[src/sv/mcg_pkg.sv]
// shared types and constants of the midi to cv/gate router
// no dependencies; used by the front stage, the cells, the top level and the testbench
package mcg_pkg;

  localparam int CV_W       = 14;
  localparam int CFG_IDX_W  = 4;
  localparam int CFG_DATA_W = 16;
  localparam logic [CV_W-1:0] CV_MAX = 14'h3FFF;

  // output modes, bits 13..11 of a setup register
  localparam logic [2:0] MODE_OFF    = 3'd0;
  localparam logic [2:0] MODE_CVGATE = 3'd1;
  localparam logic [2:0] MODE_BEND   = 3'd2;
  localparam logic [2:0] MODE_PRESS  = 3'd3;
  localparam logic [2:0] MODE_CC     = 3'd4;

  // midi message kinds, high nibble of the status byte
  localparam logic [3:0] KIND_NOTE_OFF = 4'h8;
  localparam logic [3:0] KIND_NOTE_ON  = 4'h9;
  localparam logic [3:0] KIND_CC       = 4'hB;
  localparam logic [3:0] KIND_PRESS    = 4'hD;
  localparam logic [3:0] KIND_BEND     = 4'hE;
  localparam logic [3:0] KIND_SYSTEM   = 4'hF;

  // decoded message as it travels down the chain of cells
  typedef struct packed {
    logic            act;      // kind 0x8..0xE
    logic [3:0]      kind;
    logic [3:0]      chan;
    logic [6:0]      d1;
    logic [6:0]      d2;
    logic [CV_W-1:0] note_cv;  // scaled and clamped note code
  } msg_t;

endpackage

[src/sv/mcg_msg_if.sv]
// request channel carrying one three-byte midi message
// no dependencies
interface mcg_msg_if;
  logic       valid;
  logic       ready;
  logic [7:0] status_byte;
  logic [6:0] data_one;
  logic [6:0] data_two;

  modport source (output valid, status_byte, data_one, data_two, input ready);
  modport sink (input valid, status_byte, data_one, data_two, output ready);
endinterface

[src/sv/mcg_res_if.sv]
// result channel carrying the four cv codes and the gate, retrigger and update bits
// no dependencies
interface mcg_res_if;
  logic        valid;
  logic        ready;
  logic [13:0] cv_zero;
  logic [13:0] cv_one;
  logic [13:0] cv_two;
  logic [13:0] cv_three;
  logic [3:0]  gate_bits;
  logic [3:0]  retrigger_bits;
  logic [3:0]  updated_bits;

  modport source (output valid, cv_zero, cv_one, cv_two, cv_three, gate_bits,
                  retrigger_bits, updated_bits, input ready);
  modport sink (input valid, cv_zero, cv_one, cv_two, cv_three, gate_bits,
                retrigger_bits, updated_bits, output ready);
endinterface

[src/sv/mcg_cfg_if.sv]
// configuration write channel: register index and write data
// no dependencies
interface mcg_cfg_if;
  logic        valid;
  logic        ready;
  logic [3:0]  index;
  logic [15:0] data;

  modport source (output valid, index, data, input ready);
  modport sink (input valid, index, data, output ready);
endinterface

[src/sv/midi_to_cv_gate_router.sv]
// top level of the midi to cv/gate router: front stage followed by a chain of output cells
// depends on mcg_pkg, mcg_msg_if, mcg_res_if, mcg_cfg_if, mcg_prep and mcg_cell
//
// Usage
//   msg_in  : one midi message per request (status byte and two data bytes)
//   res_out : one result per message: cv code of each output, gate bits,
//             retrigger bits and the outputs that matched this message
//   cfg     : register writes, index 0..OUTPUT_COUNT-1 output setups, then
//             note_base and note_gain; always ready, take effect next cycle;
//             write only while no message is in flight
// Pipeline: OUTPUT_COUNT + 1 register stages, one in the front stage (note
//   scaling multiply) and one per output cell.
// Throughput: one message per cycle while results are taken; each cell updates its
//   own output state as the message passes, then hands message and result slots onward.
// Stall: every stage is a register with its own valid; a stalled receiver
//   holds the last stage, and the stages behind it keep filling, so input
//   requests are still taken until every stage is occupied.
// Reset: setups, cv codes, gates and note_base clear, note_gain becomes 1.0
//   (256); the pipeline empties.
// Outputs beyond four are kept internally but not shown on res_out; with
//   fewer than four outputs the missing fields read 0.
module midi_to_cv_gate_router #(
  parameter int OUTPUT_COUNT = 4
) (
  input logic   clk,
  input logic   rst,
  mcg_msg_if.sink   msg_in,
  mcg_res_if.source res_out,
  mcg_cfg_if.sink   cfg
);

  localparam int CVW  = mcg_pkg::CV_W;
  localparam int SHOW = (OUTPUT_COUNT < 4) ? OUTPUT_COUNT : 4;

  logic                       valid [0:OUTPUT_COUNT];
  logic                       ready [0:OUTPUT_COUNT];
  mcg_pkg::msg_t              msg   [0:OUTPUT_COUNT];
  logic [OUTPUT_COUNT*CVW-1:0] cvv   [0:OUTPUT_COUNT];
  logic [OUTPUT_COUNT-1:0]    gates [0:OUTPUT_COUNT];
  logic [OUTPUT_COUNT-1:0]    retr  [0:OUTPUT_COUNT];
  logic [OUTPUT_COUNT-1:0]    upd   [0:OUTPUT_COUNT];
  logic                       cfg_we;
  logic [4*CVW-1:0]           cv_all;
  logic [3:0]                 gate_all;
  logic [3:0]                 retr_all;
  logic [3:0]                 upd_all;

  assign cfg.ready = 1'b1;
  assign cfg_we    = cfg.valid;

  // front stage
  mcg_prep #(.OUTPUT_COUNT(OUTPUT_COUNT)) u_prep (
    .clk         (clk),
    .rst         (rst),
    .cfg_we      (cfg_we),
    .cfg_idx     (cfg.index),
    .cfg_data    (cfg.data),
    .in_valid    (msg_in.valid),
    .in_ready    (msg_in.ready),
    .status_byte (msg_in.status_byte),
    .data_one    (msg_in.data_one),
    .data_two    (msg_in.data_two),
    .out_valid   (valid[0]),
    .out_ready   (ready[0]),
    .out_msg     (msg[0])
  );

  // result slots start empty
  assign cvv[0]   = '0;
  assign gates[0] = '0;
  assign retr[0]  = '0;
  assign upd[0]   = '0;

  // chain of output cells
  for (genvar i = 0; i < OUTPUT_COUNT; i++) begin : g_cell
    mcg_cell #(.OUTPUT_COUNT(OUTPUT_COUNT), .IDX(i)) u_cell (
      .clk        (clk),
      .rst        (rst),
      .cfg_we     (cfg_we),
      .cfg_idx    (cfg.index),
      .cfg_data   (cfg.data),
      .in_valid   (valid[i]),
      .in_ready   (ready[i]),
      .in_msg     (msg[i]),
      .in_cv      (cvv[i]),
      .in_gates   (gates[i]),
      .in_retrig  (retr[i]),
      .in_upd     (upd[i]),
      .out_valid  (valid[i+1]),
      .out_ready  (ready[i+1]),
      .out_msg    (msg[i+1]),
      .out_cv     (cvv[i+1]),
      .out_gates  (gates[i+1]),
      .out_retrig (retr[i+1]),
      .out_upd    (upd[i+1])
    );
  end

  // map the last stage onto the four result fields
  always_comb begin
    cv_all   = '0;
    gate_all = '0;
    retr_all = '0;
    upd_all  = '0;
    cv_all[SHOW*CVW-1:0] = cvv[OUTPUT_COUNT][SHOW*CVW-1:0];
    gate_all[SHOW-1:0]   = gates[OUTPUT_COUNT][SHOW-1:0];
    retr_all[SHOW-1:0]   = retr[OUTPUT_COUNT][SHOW-1:0];
    upd_all[SHOW-1:0]    = upd[OUTPUT_COUNT][SHOW-1:0];
  end

  assign ready[OUTPUT_COUNT]    = res_out.ready;
  assign res_out.valid          = valid[OUTPUT_COUNT];
  assign res_out.cv_zero        = cv_all[0*CVW +: CVW];
  assign res_out.cv_one         = cv_all[1*CVW +: CVW];
  assign res_out.cv_two         = cv_all[2*CVW +: CVW];
  assign res_out.cv_three       = cv_all[3*CVW +: CVW];
  assign res_out.gate_bits      = gate_all;
  assign res_out.retrigger_bits = retr_all;
  assign res_out.updated_bits   = upd_all;

endmodule

[src/sv/mcg_prep.sv]
// front stage: decodes the message and scales the note into a cv code
// depends on mcg_pkg; holds the note_base and note_gain registers
module mcg_prep #(
  parameter int OUTPUT_COUNT = 4
) (
  input  logic                          clk,
  input  logic                          rst,
  input  logic                          cfg_we,
  input  logic [mcg_pkg::CFG_IDX_W-1:0] cfg_idx,
  input  logic [mcg_pkg::CFG_DATA_W-1:0] cfg_data,
  input  logic                          in_valid,
  output logic                          in_ready,
  input  logic [7:0]                    status_byte,
  input  logic [6:0]                    data_one,
  input  logic [6:0]                    data_two,
  output logic                          out_valid,
  input  logic                          out_ready,
  output mcg_pkg::msg_t                 out_msg
);

  logic [6:0]  note_base;
  logic [15:0] note_gain;
  logic [22:0] prod;
  logic [21:0] scaled;
  logic [mcg_pkg::CV_W-1:0] note_cv;
  mcg_pkg::msg_t msg_next;
  logic take;

  // scale registers
  always_ff @(posedge clk) begin
    if (rst) begin
      note_base <= '0;
      note_gain <= 16'd256;
    end else if (cfg_we) begin
      if (cfg_idx == mcg_pkg::CFG_IDX_W'(OUTPUT_COUNT)) begin
        note_base <= cfg_data[6:0];
      end
      if (cfg_idx == mcg_pkg::CFG_IDX_W'(OUTPUT_COUNT + 1)) begin
        note_gain <= cfg_data;
      end
    end
  end

  // (note - base) * 128 * gain >> 8 is (note - base) * gain >> 1
  always_comb begin
    prod   = 23'(data_one - note_base) * 23'(note_gain);
    scaled = prod[22:1];
    if (data_one <= note_base) begin
      note_cv = '0;
    end else if (scaled > 22'(mcg_pkg::CV_MAX)) begin
      note_cv = mcg_pkg::CV_MAX;
    end else begin
      note_cv = scaled[mcg_pkg::CV_W-1:0];
    end
  end

  // message decode
  always_comb begin
    msg_next.kind    = status_byte[7:4];
    msg_next.chan    = status_byte[3:0];
    msg_next.act     = status_byte[7] && (status_byte[7:4] != mcg_pkg::KIND_SYSTEM);
    msg_next.d1      = data_one;
    msg_next.d2      = data_two;
    msg_next.note_cv = note_cv;
  end

  assign in_ready = !out_valid || out_ready;
  assign take     = in_valid && in_ready;

  // stage register
  always_ff @(posedge clk) begin
    if (rst) begin
      out_valid <= 1'b0;
    end else if (in_ready) begin
      out_valid <= in_valid;
    end
  end

  always_ff @(posedge clk) begin
    if (take) begin
      out_msg <= msg_next;
    end
  end

endmodule

[src/sv/mcg_cell.sv]
// one output cell: holds its setup, cv code and gate, and one stage of the chain
// depends on mcg_pkg; instantiated once per output by the top level
module mcg_cell #(
  parameter int OUTPUT_COUNT = 4,
  parameter int IDX          = 0
) (
  input  logic                                    clk,
  input  logic                                    rst,
  input  logic                                    cfg_we,
  input  logic [mcg_pkg::CFG_IDX_W-1:0]           cfg_idx,
  input  logic [mcg_pkg::CFG_DATA_W-1:0]          cfg_data,
  input  logic                                    in_valid,
  output logic                                    in_ready,
  input  mcg_pkg::msg_t                           in_msg,
  input  logic [OUTPUT_COUNT*mcg_pkg::CV_W-1:0]   in_cv,
  input  logic [OUTPUT_COUNT-1:0]                 in_gates,
  input  logic [OUTPUT_COUNT-1:0]                 in_retrig,
  input  logic [OUTPUT_COUNT-1:0]                 in_upd,
  output logic                                    out_valid,
  input  logic                                    out_ready,
  output mcg_pkg::msg_t                           out_msg,
  output logic [OUTPUT_COUNT*mcg_pkg::CV_W-1:0]   out_cv,
  output logic [OUTPUT_COUNT-1:0]                 out_gates,
  output logic [OUTPUT_COUNT-1:0]                 out_retrig,
  output logic [OUTPUT_COUNT-1:0]                 out_upd
);

  logic [13:0] setup;
  logic [mcg_pkg::CV_W-1:0] cv;
  logic gate;
  logic [mcg_pkg::CV_W-1:0] cv_next;
  logic gate_next;
  logic [2:0] mode;
  logic [3:0] chan;
  logic hit;
  logic note_on;
  logic retrig;
  logic enabled;
  logic take;
  logic cfg_hit;
  logic [OUTPUT_COUNT*mcg_pkg::CV_W-1:0] cv_vec;
  logic [OUTPUT_COUNT-1:0] gate_vec;
  logic [OUTPUT_COUNT-1:0] retrig_vec;
  logic [OUTPUT_COUNT-1:0] upd_vec;

  assign mode    = setup[13:11];
  assign chan    = setup[10:7];
  assign enabled = (mode == mcg_pkg::MODE_CVGATE) || (mode == mcg_pkg::MODE_BEND) ||
                   (mode == mcg_pkg::MODE_PRESS) || (mode == mcg_pkg::MODE_CC);
  assign cfg_hit = cfg_we && (cfg_idx == mcg_pkg::CFG_IDX_W'(IDX));

  // template match on status and first data byte
  always_comb begin
    case (mode)
      mcg_pkg::MODE_CVGATE: hit = (in_msg.kind[3:1] == mcg_pkg::KIND_NOTE_OFF[3:1]) &&
                                  (in_msg.chan == chan);
      mcg_pkg::MODE_BEND:   hit = (in_msg.kind == mcg_pkg::KIND_BEND) && (in_msg.chan == chan);
      mcg_pkg::MODE_PRESS:  hit = (in_msg.kind == mcg_pkg::KIND_PRESS) && (in_msg.chan == chan);
      mcg_pkg::MODE_CC:     hit = (in_msg.kind == mcg_pkg::KIND_CC) && (in_msg.chan == chan) &&
                                  (in_msg.d1 == setup[6:0]);
      default:              hit = 1'b0;
    endcase
    hit = hit && in_msg.act;
  end

  // new cv code and gate of this output
  always_comb begin
    note_on   = (in_msg.kind == mcg_pkg::KIND_NOTE_ON) && (in_msg.d2 != 7'd0);
    cv_next   = cv;
    gate_next = gate;
    retrig    = 1'b0;
    if (hit) begin
      if (note_on) begin
        retrig    = gate;
        cv_next   = in_msg.note_cv;
        gate_next = 1'b1;
      end else if ((in_msg.kind == mcg_pkg::KIND_NOTE_OFF) ||
                   (in_msg.kind == mcg_pkg::KIND_NOTE_ON)) begin
        gate_next = 1'b0;
      end else if (in_msg.kind == mcg_pkg::KIND_BEND) begin
        cv_next = {in_msg.d2, in_msg.d1};
      end else begin
        cv_next = {in_msg.d2, 7'd0};
      end
    end
  end

  // put this output's slot into the vectors handed down the chain
  always_comb begin
    cv_vec     = in_cv;
    gate_vec   = in_gates;
    retrig_vec = in_retrig;
    upd_vec    = in_upd;
    cv_vec[IDX*mcg_pkg::CV_W +: mcg_pkg::CV_W] = enabled ? cv_next : '0;
    gate_vec[IDX]   = gate_next;
    retrig_vec[IDX] = retrig;
    upd_vec[IDX]    = hit;
  end

  assign in_ready = !out_valid || out_ready;
  assign take     = in_valid && in_ready;

  // output state, written on a setup write (cv cleared) or when the request passes
  always_ff @(posedge clk) begin
    if (rst) begin
      setup <= '0;
      cv    <= '0;
      gate  <= 1'b0;
    end else if (cfg_hit) begin
      setup <= cfg_data[13:0];
      cv    <= '0;
    end else if (take) begin
      cv   <= cv_next;
      gate <= gate_next;
    end
  end

  // stage register toward the next cell
  always_ff @(posedge clk) begin
    if (rst) begin
      out_valid <= 1'b0;
    end else if (in_ready) begin
      out_valid <= in_valid;
    end
  end

  always_ff @(posedge clk) begin
    if (take) begin
      out_msg    <= in_msg;
      out_cv     <= cv_vec;
      out_gates  <= gate_vec;
      out_retrig <= retrig_vec;
      out_upd    <= upd_vec;
    end
  end

endmodule

[src/flat_wrapper.sv]
// flat-port wrapper written by rule: the top's interface ports become plain ports
module midi_to_cv_gate_router_flat 
#(
  parameter int OUTPUT_COUNT = 4
)
  (clk, rst, msg_in_valid, msg_in_status_byte, msg_in_data_one, msg_in_data_two, msg_in_ready, res_out_valid, res_out_cv_zero, res_out_cv_one, res_out_cv_two, res_out_cv_three, res_out_gate_bits, res_out_retrigger_bits, res_out_updated_bits, res_out_ready, cfg_valid, cfg_index, cfg_data, cfg_ready);
  mcg_msg_if msg_in_i ();
  mcg_res_if res_out_i ();
  mcg_cfg_if cfg_i ();
  input logic clk;
  input logic rst;
  input wire logic [$bits(msg_in_i.valid)-1:0] msg_in_valid;
  input wire logic [$bits(msg_in_i.status_byte)-1:0] msg_in_status_byte;
  input wire logic [$bits(msg_in_i.data_one)-1:0] msg_in_data_one;
  input wire logic [$bits(msg_in_i.data_two)-1:0] msg_in_data_two;
  output wire logic [$bits(msg_in_i.ready)-1:0] msg_in_ready;
  output wire logic [$bits(res_out_i.valid)-1:0] res_out_valid;
  output wire logic [$bits(res_out_i.cv_zero)-1:0] res_out_cv_zero;
  output wire logic [$bits(res_out_i.cv_one)-1:0] res_out_cv_one;
  output wire logic [$bits(res_out_i.cv_two)-1:0] res_out_cv_two;
  output wire logic [$bits(res_out_i.cv_three)-1:0] res_out_cv_three;
  output wire logic [$bits(res_out_i.gate_bits)-1:0] res_out_gate_bits;
  output wire logic [$bits(res_out_i.retrigger_bits)-1:0] res_out_retrigger_bits;
  output wire logic [$bits(res_out_i.updated_bits)-1:0] res_out_updated_bits;
  input wire logic [$bits(res_out_i.ready)-1:0] res_out_ready;
  input wire logic [$bits(cfg_i.valid)-1:0] cfg_valid;
  input wire logic [$bits(cfg_i.index)-1:0] cfg_index;
  input wire logic [$bits(cfg_i.data)-1:0] cfg_data;
  output wire logic [$bits(cfg_i.ready)-1:0] cfg_ready;
  assign msg_in_i.valid = msg_in_valid;
  assign msg_in_i.status_byte = msg_in_status_byte;
  assign msg_in_i.data_one = msg_in_data_one;
  assign msg_in_i.data_two = msg_in_data_two;
  assign msg_in_ready = msg_in_i.ready;
  assign res_out_valid = res_out_i.valid;
  assign res_out_cv_zero = res_out_i.cv_zero;
  assign res_out_cv_one = res_out_i.cv_one;
  assign res_out_cv_two = res_out_i.cv_two;
  assign res_out_cv_three = res_out_i.cv_three;
  assign res_out_gate_bits = res_out_i.gate_bits;
  assign res_out_retrigger_bits = res_out_i.retrigger_bits;
  assign res_out_updated_bits = res_out_i.updated_bits;
  assign res_out_i.ready = res_out_ready;
  assign cfg_i.valid = cfg_valid;
  assign cfg_i.index = cfg_index;
  assign cfg_i.data = cfg_data;
  assign cfg_ready = cfg_i.ready;
  midi_to_cv_gate_router #(.OUTPUT_COUNT(OUTPUT_COUNT)) u_core (.clk(clk), .rst(rst), .msg_in(msg_in_i), .res_out(res_out_i), .cfg(cfg_i));
endmodule
[config.mk]
export PLATFORM = sky130hd
export DESIGN_NAME = midi_to_cv_gate_router_flat
export DESIGN_NICKNAME = d
export VERILOG_FILES = /design/src/sv/mcg_pkg.sv /design/src/sv/mcg_msg_if.sv /design/src/sv/mcg_res_if.sv /design/src/sv/mcg_cfg_if.sv /design/src/sv/midi_to_cv_gate_router.sv /design/src/sv/mcg_prep.sv /design/src/sv/mcg_cell.sv /design/src/flat_wrapper.sv
export SDC_FILE = /design/constraint.sdc
export NUM_CORES = 1
export LEC_CHECK = 0
export ABC_CLOCK_PERIOD_IN_PS = 6700
export BUFFER_PORTS_ARGS = -buffer_cell sky130_fd_sc_hd__buf_2
export CAP_MARGIN = 20
export CORE_ASPECT_RATIO = 1.75
export CORE_MARGIN = 5
export CORE_UTILIZATION = 52
export DETAILED_ROUTE_END_ITERATION = 16
export PLACE_DENSITY = 0.72
export SKIP_CTS_REPAIR_TIMING = 1
export SLEW_MARGIN = 20
export SYNTH_ARGS = -nofsm -noshare
export SYNTH_HDL_FRONTEND = slang
export SYNTH_SLANG_ARGS = --single-unit
[constraint.sdc]
create_clock -name clk -period 6.7 [get_ports clk]
set_input_delay 0.67 -clock clk [delete_from_list [all_inputs] [get_ports clk]]
set_output_delay 0.67 -clock clk [all_outputs]
set_load 0.01 [all_outputs]
==> results of run 1 <==
==> where the power goes <==
part	internal [uW]	switching, uW	leakage [uW]
Combinational	269	368	0.00454
Sequential	3100	47.6	0.00414
Clock	1220	946	0.000583
Total	4590	1360	0.00926
==> state kept, by name (all words and copies together) (netlist names) <==
| register | count |
|---|---|
| u_core.g_cell.u_cell.out_msg | 111 |
| u_core.u_prep.note_gain | 16 |
| u_core.g_cell.u_cell.cv | 56 |
| u_core.u_prep.out_msg | 37 |
| u_core.g_cell.u_cell.out_upd | 10 |
| u_core.g_cell.u_cell.setup | 56 |
| u_core.u_prep.note_base | 7 |
| u_core.g_cell.u_cell.out_retrig | 10 |
| u_core.u_prep.out_valid | 1 |
| u_core.g_cell.u_cell.out_valid | 4 |
| u_core.g_cell.u_cell.gate | 4 |
| u_core.g_cell.u_cell.out_cv | 140 |
| u_core.g_cell.u_cell.out_gates | 10 |
==> cell usage after synthesis, types with 6 or more instances <==
cell      instances  area [um^2]
fa_1             86         1720
and2_1           77          482
xnor2_1          31          272
o21a_1            6         45.0
ha_1             59          738
mux2i_1           8         80.1
o22ai_1          37          231
nor4_1           12         75.1
a222oi_1         14          140
a21oi_1         149          746
o21ai_0          36          180
and3_1            8         50.1
buf_4            57          428
nor2_1          166          623
a21o_1            9         67.6
nand2b_1         16          100
edfxtp_1        318         9550
nor2b_1          20          125
nand3_1          28          140
nand2_1         207          777
xor2_1           35          307
a31oi_1          16          100
a211oi_1         25          188
dfxtp_1         144         2880
clkbuf_1         71          267
a221oi_1          9         78.8
nor3_1           31          155
o22a_1           28          245
inv_1           165          619
==> cells by family after synthesis <==
logic type / share of synthesized area
xor+xnor: 0.0263
simple gates: 0.128
compound gates: 0.103
mux: 0.00364
other cells: 0.000171
fa+ha+maj: 0.112
buf+inv: 0.0615
flops: 0.565
==> stage by stage <==
| step | utilization | area, um^2 | TNS (ps) |
|---|---|---|---|
| after floorplan | - | 22000 | 0 |
| after global placement | 0.557 | 23200 | -3270 |
| after detailed placement | 0.557 | 23300 | -5010 |
| after CTS | 0.586 | 24500 | -18.2 |
| after global routing | 0.591 | 24700 | -1450 |
| final | 0.591 | 24700 | 0 |
==> critical path, stage by stage (launching register included) <==
cell,delay (ps)
dfxtp_4,380
ha_4,130
inv_2,30
fa_2,330
a21o_1,170
a21oi_2,150
o21bai_1,110
a21oi_2,270
xnor2_4,160
buf_6,160
and2_4,150
fa_1,590
fa_2,470
fa_1,490
inv_1,50
fa_1,490
inv_2,40
ha_4,260
nor2_2,40
or4b_4,550
nand2_4,100
a31oi_4,90
or3_4,400
a2111oi_4,450
buf_4,230
a31oi_1,90
==> worst paths after layout <==
check                                           endpoint  slack (ps)  depth (start not counted)
max               u_core.u_prep.out_msg[5]$_SDFFCE_PP0P_          60                         25
min                  u_core.u_prep.out_msg[30]$_DFFE_PP_         320                          1
max reg2reg       u_core.u_prep.out_msg[5]$_SDFFCE_PP0P_          60                         25
min reg2reg  u_core.g_cell[3].u_cell.out_cv[9]$_DFFE_PP_         420                          0
==> per-layer routing <==
layer	GRT usage	up-vias	share of wire
met4	0.142	0	0.075
met1	0.216	7098	0.33
met3	0.0214	186	0.037
met2	0.432	442	0.56
li1	-	6869	-
met5	0	-	0
==> cell type report <==
type                            count  area [um^2]  share of cell area
Sequential cell                   462        12400               0.504
Multi-Input combinational cell   1175         8430               0.342
Timing Repair Buffer              207         1270              0.0516
Clock buffer                       55         1070              0.0432
Tap cell                          555          694              0.0282
Inverter                          165          621              0.0252
Clock inverter                     12          136             0.00553
==> reports/metrics.yaml, run 1 <==
ys.warnings.count: 0
antenna_cells: 0
leakage_uw: 0.00926
clock_skew_ps: 20.4
place.gp.congestion: 0.924
via_count: 14600
required_ps: 6970
ioPinCount: 118
drv_slew: 0
grt_start_max_net_pins: 87
nFillCells: 3425
detail-route-antenna-nets: 0
ys_types: 63
dp_hpwl_um: 39400
drive_gt1_frac: 0.146
cts.sinks: 462
hold_viol: 0
netlist_area_um2: 22000
crit_start: "u_core.u_prep.note_base[0]$_SDFFE_PP0P_"
r2r_start: "u_core.u_prep.note_base[0]$_SDFFE_PP0P_"
dp_slack_ps: -398
fin_crit_sh: 0.991
grt_pass1_vias: 14800
finalCriticalPeriod_ps: 6640
grt_usage: 0.221
synthesis.nets: 2129
drcViolationCount: 0
grt_pass1_wl_um: 79400
critical_path_class: "register to register"
critPathCaptureType: "register"
async_flop_share: 0
rsz0062_at_grt: "yes"
via_per_inst: 5.55
numPortBuffers: 116
grt_overflow: 0
synth_area_per_cell_um2: 11.4
layout_commonest_cell: "edfxtp_1"
setup-violations-final: 0
status: "completed"
post_drt_wl_per_cell_um: 19.7
fin_ws_ps: 62.0
maxSlewHeadroom: 0.326
core_um2: 41700
ys_seq_elements: 462
die_w_um: 165
synth_cells: 1937
num_rows: 99
die_y_um: 282
cts_tree: "yes"
nets: 2240
powerDensity_nw_per_um2: 242
area_growth_pct: 12.2
cts_buffers: 37
clkLatencyLatePin_ps: 540
htreeDepth: 2
ir_drop_mv: 0.155
drtIter0Drc: 903
final_cell_mix: "edfxtp_1, nand2_1, nor2_1"
hold_path.class: "input port to register"
power_uw: 5960
synth_seq_area_share: 0.565
clk_pin_slew_ps: 70
worstMarginPinSlew_ps: 1010
dp_cells: 2559
cp.arrival_ps: 6910
fmax_mhz: 151
antenna_found_initial: 0
cap_viol_max_count: 0
synthFlopType: "edfxtp_1"
root_buffer: "clkbuf_16"
holdWs_ps: 318
routed_wl_um: 51700
dr.pass1.iters: 5
initial_core_util: 0.527
critPathLaunchType: "register"
clk_path_buf_depth: 3
min_from: "msg_in_status_byte[2]"
path_max_fanout: 7
dieArea_um2: 46700
layout.cells.non_filler: 2631
synth-edff-count: 318
Power figures use the tool's default switching activity.
==> run 2: changes to the inputs <==
GPL_TIMING_DRIVEN = 0   (was not set)
MAX_ROUTING_LAYER = met4   (was not set)
SKIP_LAST_GASP = 1   (was not set)
==> run 2 against run 1 <==
The flow now finishes with violations (setup timing). Final area is 1.8% higher. Register-to-register slack lost 270 ps. Clock skew up 2.2 ps. Clock power up 3%. Worst hold slack worse by 4.5 ps. Sequential cell count is the same. Maximum frequency is 4.0% lower. Core utilization grew 1.1 points. First-iteration DRC count down 6.0%. Sequential power about the same.
==> reports/metrics.yaml, run 2 (synthesis results as in run 1) <==
status: "finished, violations left"
violations: "setup timing"
grt_usage: 0.245
powerDensity_nw_per_um2: 241
maxSlewHeadroom: 0.339
dieArea_um2: 46700
cap_viol_max_count: 0
dr.pass1.iters: 7
cp.arrival_ps: 7150
finalInstanceArea_um2: 25100
setup-violations-final: 13
die_w_um: 165
grt_pass1_vias: 15300
nFillCells: 3394
rsz0062_at_grt: "yes"
grt_overflow: 0
top_register: "u_core.g_cell.u_cell.out_cv"
dp_slack_ps: -1180
initial_core_util: 0.527
final_cell_mix: "edfxtp_1, nand2_1, nor2_1"
required_ps: 6930
largest_reg_flops: 140
worstMarginPinSlew_ps: 984
clk_pin_slew_ps: 70
place.gp.congestion: 0.989
post_drt_wl_per_cell_um: 20.3
num_rows: 99
grt_pass1_wl_um: 84400
cts_tree: "yes"
ioPinCount: 118
dp_hpwl_um: 42300
via_count: 15000
routed_wl_um: 54600
clk_path_buf_depth: 3
clkLatencyLatePin_ps: 540
top_regs: "u_core.g_cell.u_cell.out_cv (140), u_core.g_cell.u_cell.out_msg (111)"
placed_cell_area_um2: 23500
cts.sinks: 462
antenna_found_initial: 1
grt_start_max_net_pins: 62
root_buffer: "clkbuf_16"
dp_cells: 2614
critPathCaptureType: "register"
drtIter0Drc: 849
core_um2: 41700
hold_viol: 0
cts_buffers: 37
numPortBuffers: 115
fin_crit_sh: 1.03
path_max_fanout: 8
layout.cells.non_filler: 2695
layout_commonest_cell: "edfxtp_1"
nets: 2304
fin_ws_ps: -211
critPathLaunchType: "register"
drv_slew: 0
ir_drop_mv: 0.163
leakage_uw: 0.00943
die_y_um: 282
finalCriticalPeriod_ps: 6910
area_growth_pct: 14.2
via_per_inst: 5.56
drcViolationCount: 0
critical_path_class: "register to register"
detail-route-antenna-nets: 0
drive_gt1_frac: 0.146
fmax_mhz: 145
hold_path.class: "input port to register"
htreeDepth: 2
clock_skew_ps: 22.6
## run 2: changes by cell type in the layout (fill, tap and decap cells not counted), moves of 3 or more
cell,previous run,this run
fa_1,82,79
buf_2,117,121
buf_16,0,5
buf_4,87,74
clkbuf_4,0,5
a21oi_4,0,3
clkinv_2,4,7
fa_2,4,7
clkbuf_1,13,66
## run 2: path summary, 6_finish.rpt
check	startpoint	endpoint	slack (ps)	cells past startpoint
worst max-delay path	u_core.u_prep.note_base[0]$_SDFFE_PP0P_	u_core.u_prep.out_msg[2]$_SDFFCE_PP0P_	-210	25
worst min-delay path	msg_in_status_byte[1]	u_core.u_prep.out_msg[29]$_DFFE_PP_	310	1
worst max register to register	u_core.u_prep.note_base[0]$_SDFFE_PP0P_	u_core.u_prep.out_msg[2]$_SDFFCE_PP0P_	-210	25
worst min register to register	u_core.g_cell[1].u_cell.out_cv[10]$_DFFE_PP_	u_core.g_cell[2].u_cell.out_cv[10]$_DFFE_PP_	400	0
## run 2: cell type report
type	instances	area [um^2]	share of cell area
diodes	1	2.50	0.0000997
inverters	165	619	0.0247
multi-input cells	1175	8500	0.339
flip-flops and latches	462	12400	0.495
clock inverters	15	153	0.00608
repair buffers	137	836	0.0333
well taps	555	694	0.0277
plain buffers	134	766	0.0305
clock buffers	51	1100	0.0439
## run 2: metal layers
layer  global-route usage  part of all wire
met1                0.234              0.32
met2                0.454              0.55
met3               0.0235             0.041
met4                0.164             0.085
met5                    -                 0
## run 2: critical path: stages, from the launching register on
cell       delay, ps
dfxtp_2          350
ha_4             130
inv_2             30
fa_2             350
a21o_1           200
a21oi_4          140
o21bai_1         100
a21oi_2          280
xnor2_4          160
buf_6            170
and2_4           160
fa_2             540
inv_2             40
fa_1             480
fa_1             520
fa_2             630
inv_2             60
ha_4             290
nand3_4           80
or4b_4           570
nand2_4           90
a31oi_4           80
or3_4            390
a2111oi_4        440
buf_4            220
a31oi_2           90
## run 2: through the flow
step           utilization  TNS (ps)  total power [uW]  hold slack, ps
4_1_cts              0.593     -8640              6020             299
2_1_floorplan            -         0              3570             400
3_5_place_dp         0.562    -15680              3810             405
3_3_place_gp         0.558    -14670              3800             403
5_1_grt              0.602     -4560              6280             303
6_report             0.602     -2240              6060             313
## run 2: power breakdown
| group | internal, uW | total, uW | switching (uW) |
|---|---|---|---|
| combinational | 268 | 686 | 418 |
| sequential | 3100 | 3150 | 46.4 |
| clock | 1270 | 2230 | 958 |
==> run 3: changes to the inputs <==
CELL_PAD_IN_SITES_DETAIL_PLACEMENT = 1   (was not set)
CELL_PAD_IN_SITES_GLOBAL_PLACEMENT = 1   (was not set)
CORE_ASPECT_RATIO = 0.7   (was 1.75)
CORE_UTILIZATION = 45   (was 52)
PLACE_DENSITY = not set   (was 0.72)
PLACE_DENSITY_LB_ADDON = 0.1   (was not set)
==> run 3 against run 2 <==
The flow still finishes with violations (setup timing). Sequential share of layout area decreased by 0.67 points. Maximum frequency increased by 0.82%. Critical path depth unchanged. Global-route usage decreased by 1.0 points. Worst hold slack got worse by 32 ps. Wire length increased by 12%. Total power increased by 4.6%. Largest cell class unchanged.
==> reports/metrics.yaml, run 3 (synthesis results as in run 1) <==
status: "finished, violations left"
violations: "setup timing"
nets: 2312
cts_buffers: 45
layout.cells.non_filler: 2814
worstMarginPinSlew_ps: 973
critical_path_class: "register to register"
critPathCaptureType: "register"
powerDensity_nw_per_um2: 249
p_switching_uw: 1550
via_count: 15200
final_cell_mix: "edfxtp_1, nand2_1, nor2_1"
drive_gt1_frac: 0.148
critPathLaunchType: "register"
die_w_um: 274
place.gp.congestion: 0.881
area_growth_pct: 15.8
final_core_util: 0.529
r2r_start: "u_core.u_prep.note_base[0]$_SDFFE_PP0P_"
numPortBuffers: 115
grt_usage: 0.234
min_path_cells: 1
dp_hpwl_um: 45600
top_regs: "u_core.g_cell.u_cell.out_cv (140), u_core.g_cell.u_cell.out_msg (111)"
m1WireLength_um: 28300
grt_pass1_wl_um: 94800
grt_overflow: 0
fin_ws_ps: -155
cap_viol_max_count: 0
required_ps: 6970
hold_path.class: "input port to register"
dr.pass1.iters: 10
die_y_um: 195
setup-violations-final: 13
grt_pass1_vias: 16100
antenna_found_initial: 3
multi_input_area_um2: 8490
rr_worst_depth: 25
maxSlewHeadroom: 0.347
cts.sinks: 462
post_drt_wl_per_cell_um: 21.7
routed-wl-met2_um: 28500
dp_cells: 2715
ioPinCount: 118
clkLatencyLatePin_ps: 570
power_frac_comb: 0.104
top_register: "u_core.g_cell.u_cell.out_cv"
path_max_fanout: 7
dp_slack_ps: -1290
initial_core_util: 0.457
finalCriticalPeriod_ps: 6850
p_clk_frac: 0.400
min_from: "msg_in_status_byte[2]"
r2r_setup_slack_ps: -150
grt_start_max_net_pins: 57
drtIter0Drc: 1194
hold_viol: 0
clk_path_buf_depth: 3
p_seq_frac: 0.497
placed_cell_area_um2: 23600
clk_pin_slew_ps: 60
detail-route-antenna-nets: 0
regArea_um2: 12400
nFillCells: 5166
holdWs_ps: 281
routed_wl_um: 61200
core_um2: 48100
fmax_mhz: 146
via_per_inst: 5.39
layout_commonest_cell: "edfxtp_1"
leakage_uw: 0.00954
drcViolationCount: 0
p_int_uw: 4800
dieArea_um2: 53400
finalInstanceArea_um2: 25500
ir_drop_mv: 0.161
num_rows: 67
routed.top_layer: "met4"
cp.arrival_ps: 7130
largest_reg_flops: 140
hold_end: "u_core.u_prep.out_msg[30]$_DFFE_PP_"
wl_met3_um: 3260
cts_tree: "yes"
clock_skew_ps: 22.3
fin_crit_sh: 1.02
htreeDepth: 2
root_buffer: "clkbuf_16"
p_sw_frac: 0.244
drv_slew: 0
rsz0062_at_grt: "yes"
timing.rr.end: "u_core.u_prep.out_msg[1]$_SDFFCE_PP0P_"
## run 3: cell types whose count changed in the layout (fill, tap and decap cells not counted), moves of 3 or more
cell,change
fa_1,+6
fa_2,-6
clkbuf_1,+5
clkinv_1,+5
clkbuf_16,+4
a21oi_2,+3
a21oi_4,-3
ha_1,-3
## run 3: layout make-up
cell class              count  share of cell area
diodes                      2            0.000197
plain buffers             133              0.0300
clock buffers              61              0.0478
clock inverters            23             0.00924
inverters                 165              0.0243
multi-input cells        1175               0.334
flip-flops and latches    462               0.488
well taps                 655              0.0322
repair buffers            138              0.0341
## run 3: per-stage QoR
step / setup TNS [ps] / power, uW
floorplan: 0 / 3570
global placement: -15790 / 3770
detailed placement: -17010 / 3790
CTS: -10190 / 6320
global route: -4630 / 6590
finish: -1510 / 6340
## run 3: worst max-delay path by stage
stage | startpoint | endpoint | slack [ps]
global route | u_core.u_prep.note_base[2]$_SDFFE_PP0P_ | u_core.u_prep.out_msg[1]$_SDFFCE_PP0P_ | -380
global placement | msg_in_data_one[0] | u_core.u_prep.out_msg[7]$_SDFFCE_PP0P_ | -1180
finish | u_core.u_prep.note_base[0]$_SDFFE_PP0P_ | u_core.u_prep.out_msg[1]$_SDFFCE_PP0P_ | -150
floorplan | msg_in_data_one[0] | u_core.u_prep.out_msg[12]$_SDFFCE_PP0P_ | 30
CTS | u_core.u_prep.note_base[0]$_SDFFE_PP0P_ | u_core.u_prep.out_msg[11]$_SDFFCE_PP0P_ | -800
detailed placement | msg_in_data_one[0] | u_core.u_prep.out_msg[11]$_SDFFCE_PP0P_ | -1290
## run 3: critical path, cell delays in order (launching register included)
cell       delay [ps]
dfxtp_2           360
ha_4              140
inv_2              40
fa_2              360
a21o_1            170
a21oi_2           200
o21bai_1          130
a21oi_2           280
xnor2_4           120
buf_6             150
and2_1            160
fa_1              520
fa_1              430
fa_1              500
inv_1              60
fa_1              510
inv_1              50
ha_2              380
nand3_2            90
or4b_4            560
nand2_4           100
a31oi_4           100
or3_4             400
a2111oi_4         420
buf_4             220
a31oi_1            90
## run 3: per-layer routing
metal	GRT usage	vias up
li1	-	7043
met4	0.0527	0
met1	0.329	7723
met2	0.362	327
met5	-	-
met3	0.0381	86
## run 3: power by group through the flow
| stage | Sequential [uW] | Clock [uW] | Combinational [uW] |
|---|---|---|---|
| global route | 3150 | 2710 | 726 |
| finish | 3150 | 2530 | 659 |
| CTS | 3150 | 2590 | 587 |
| floorplan | 3190 | 0 | 384 |
| global placement | 3220 | 0 | 556 |
| detailed placement | 3210 | 0 | 583 |
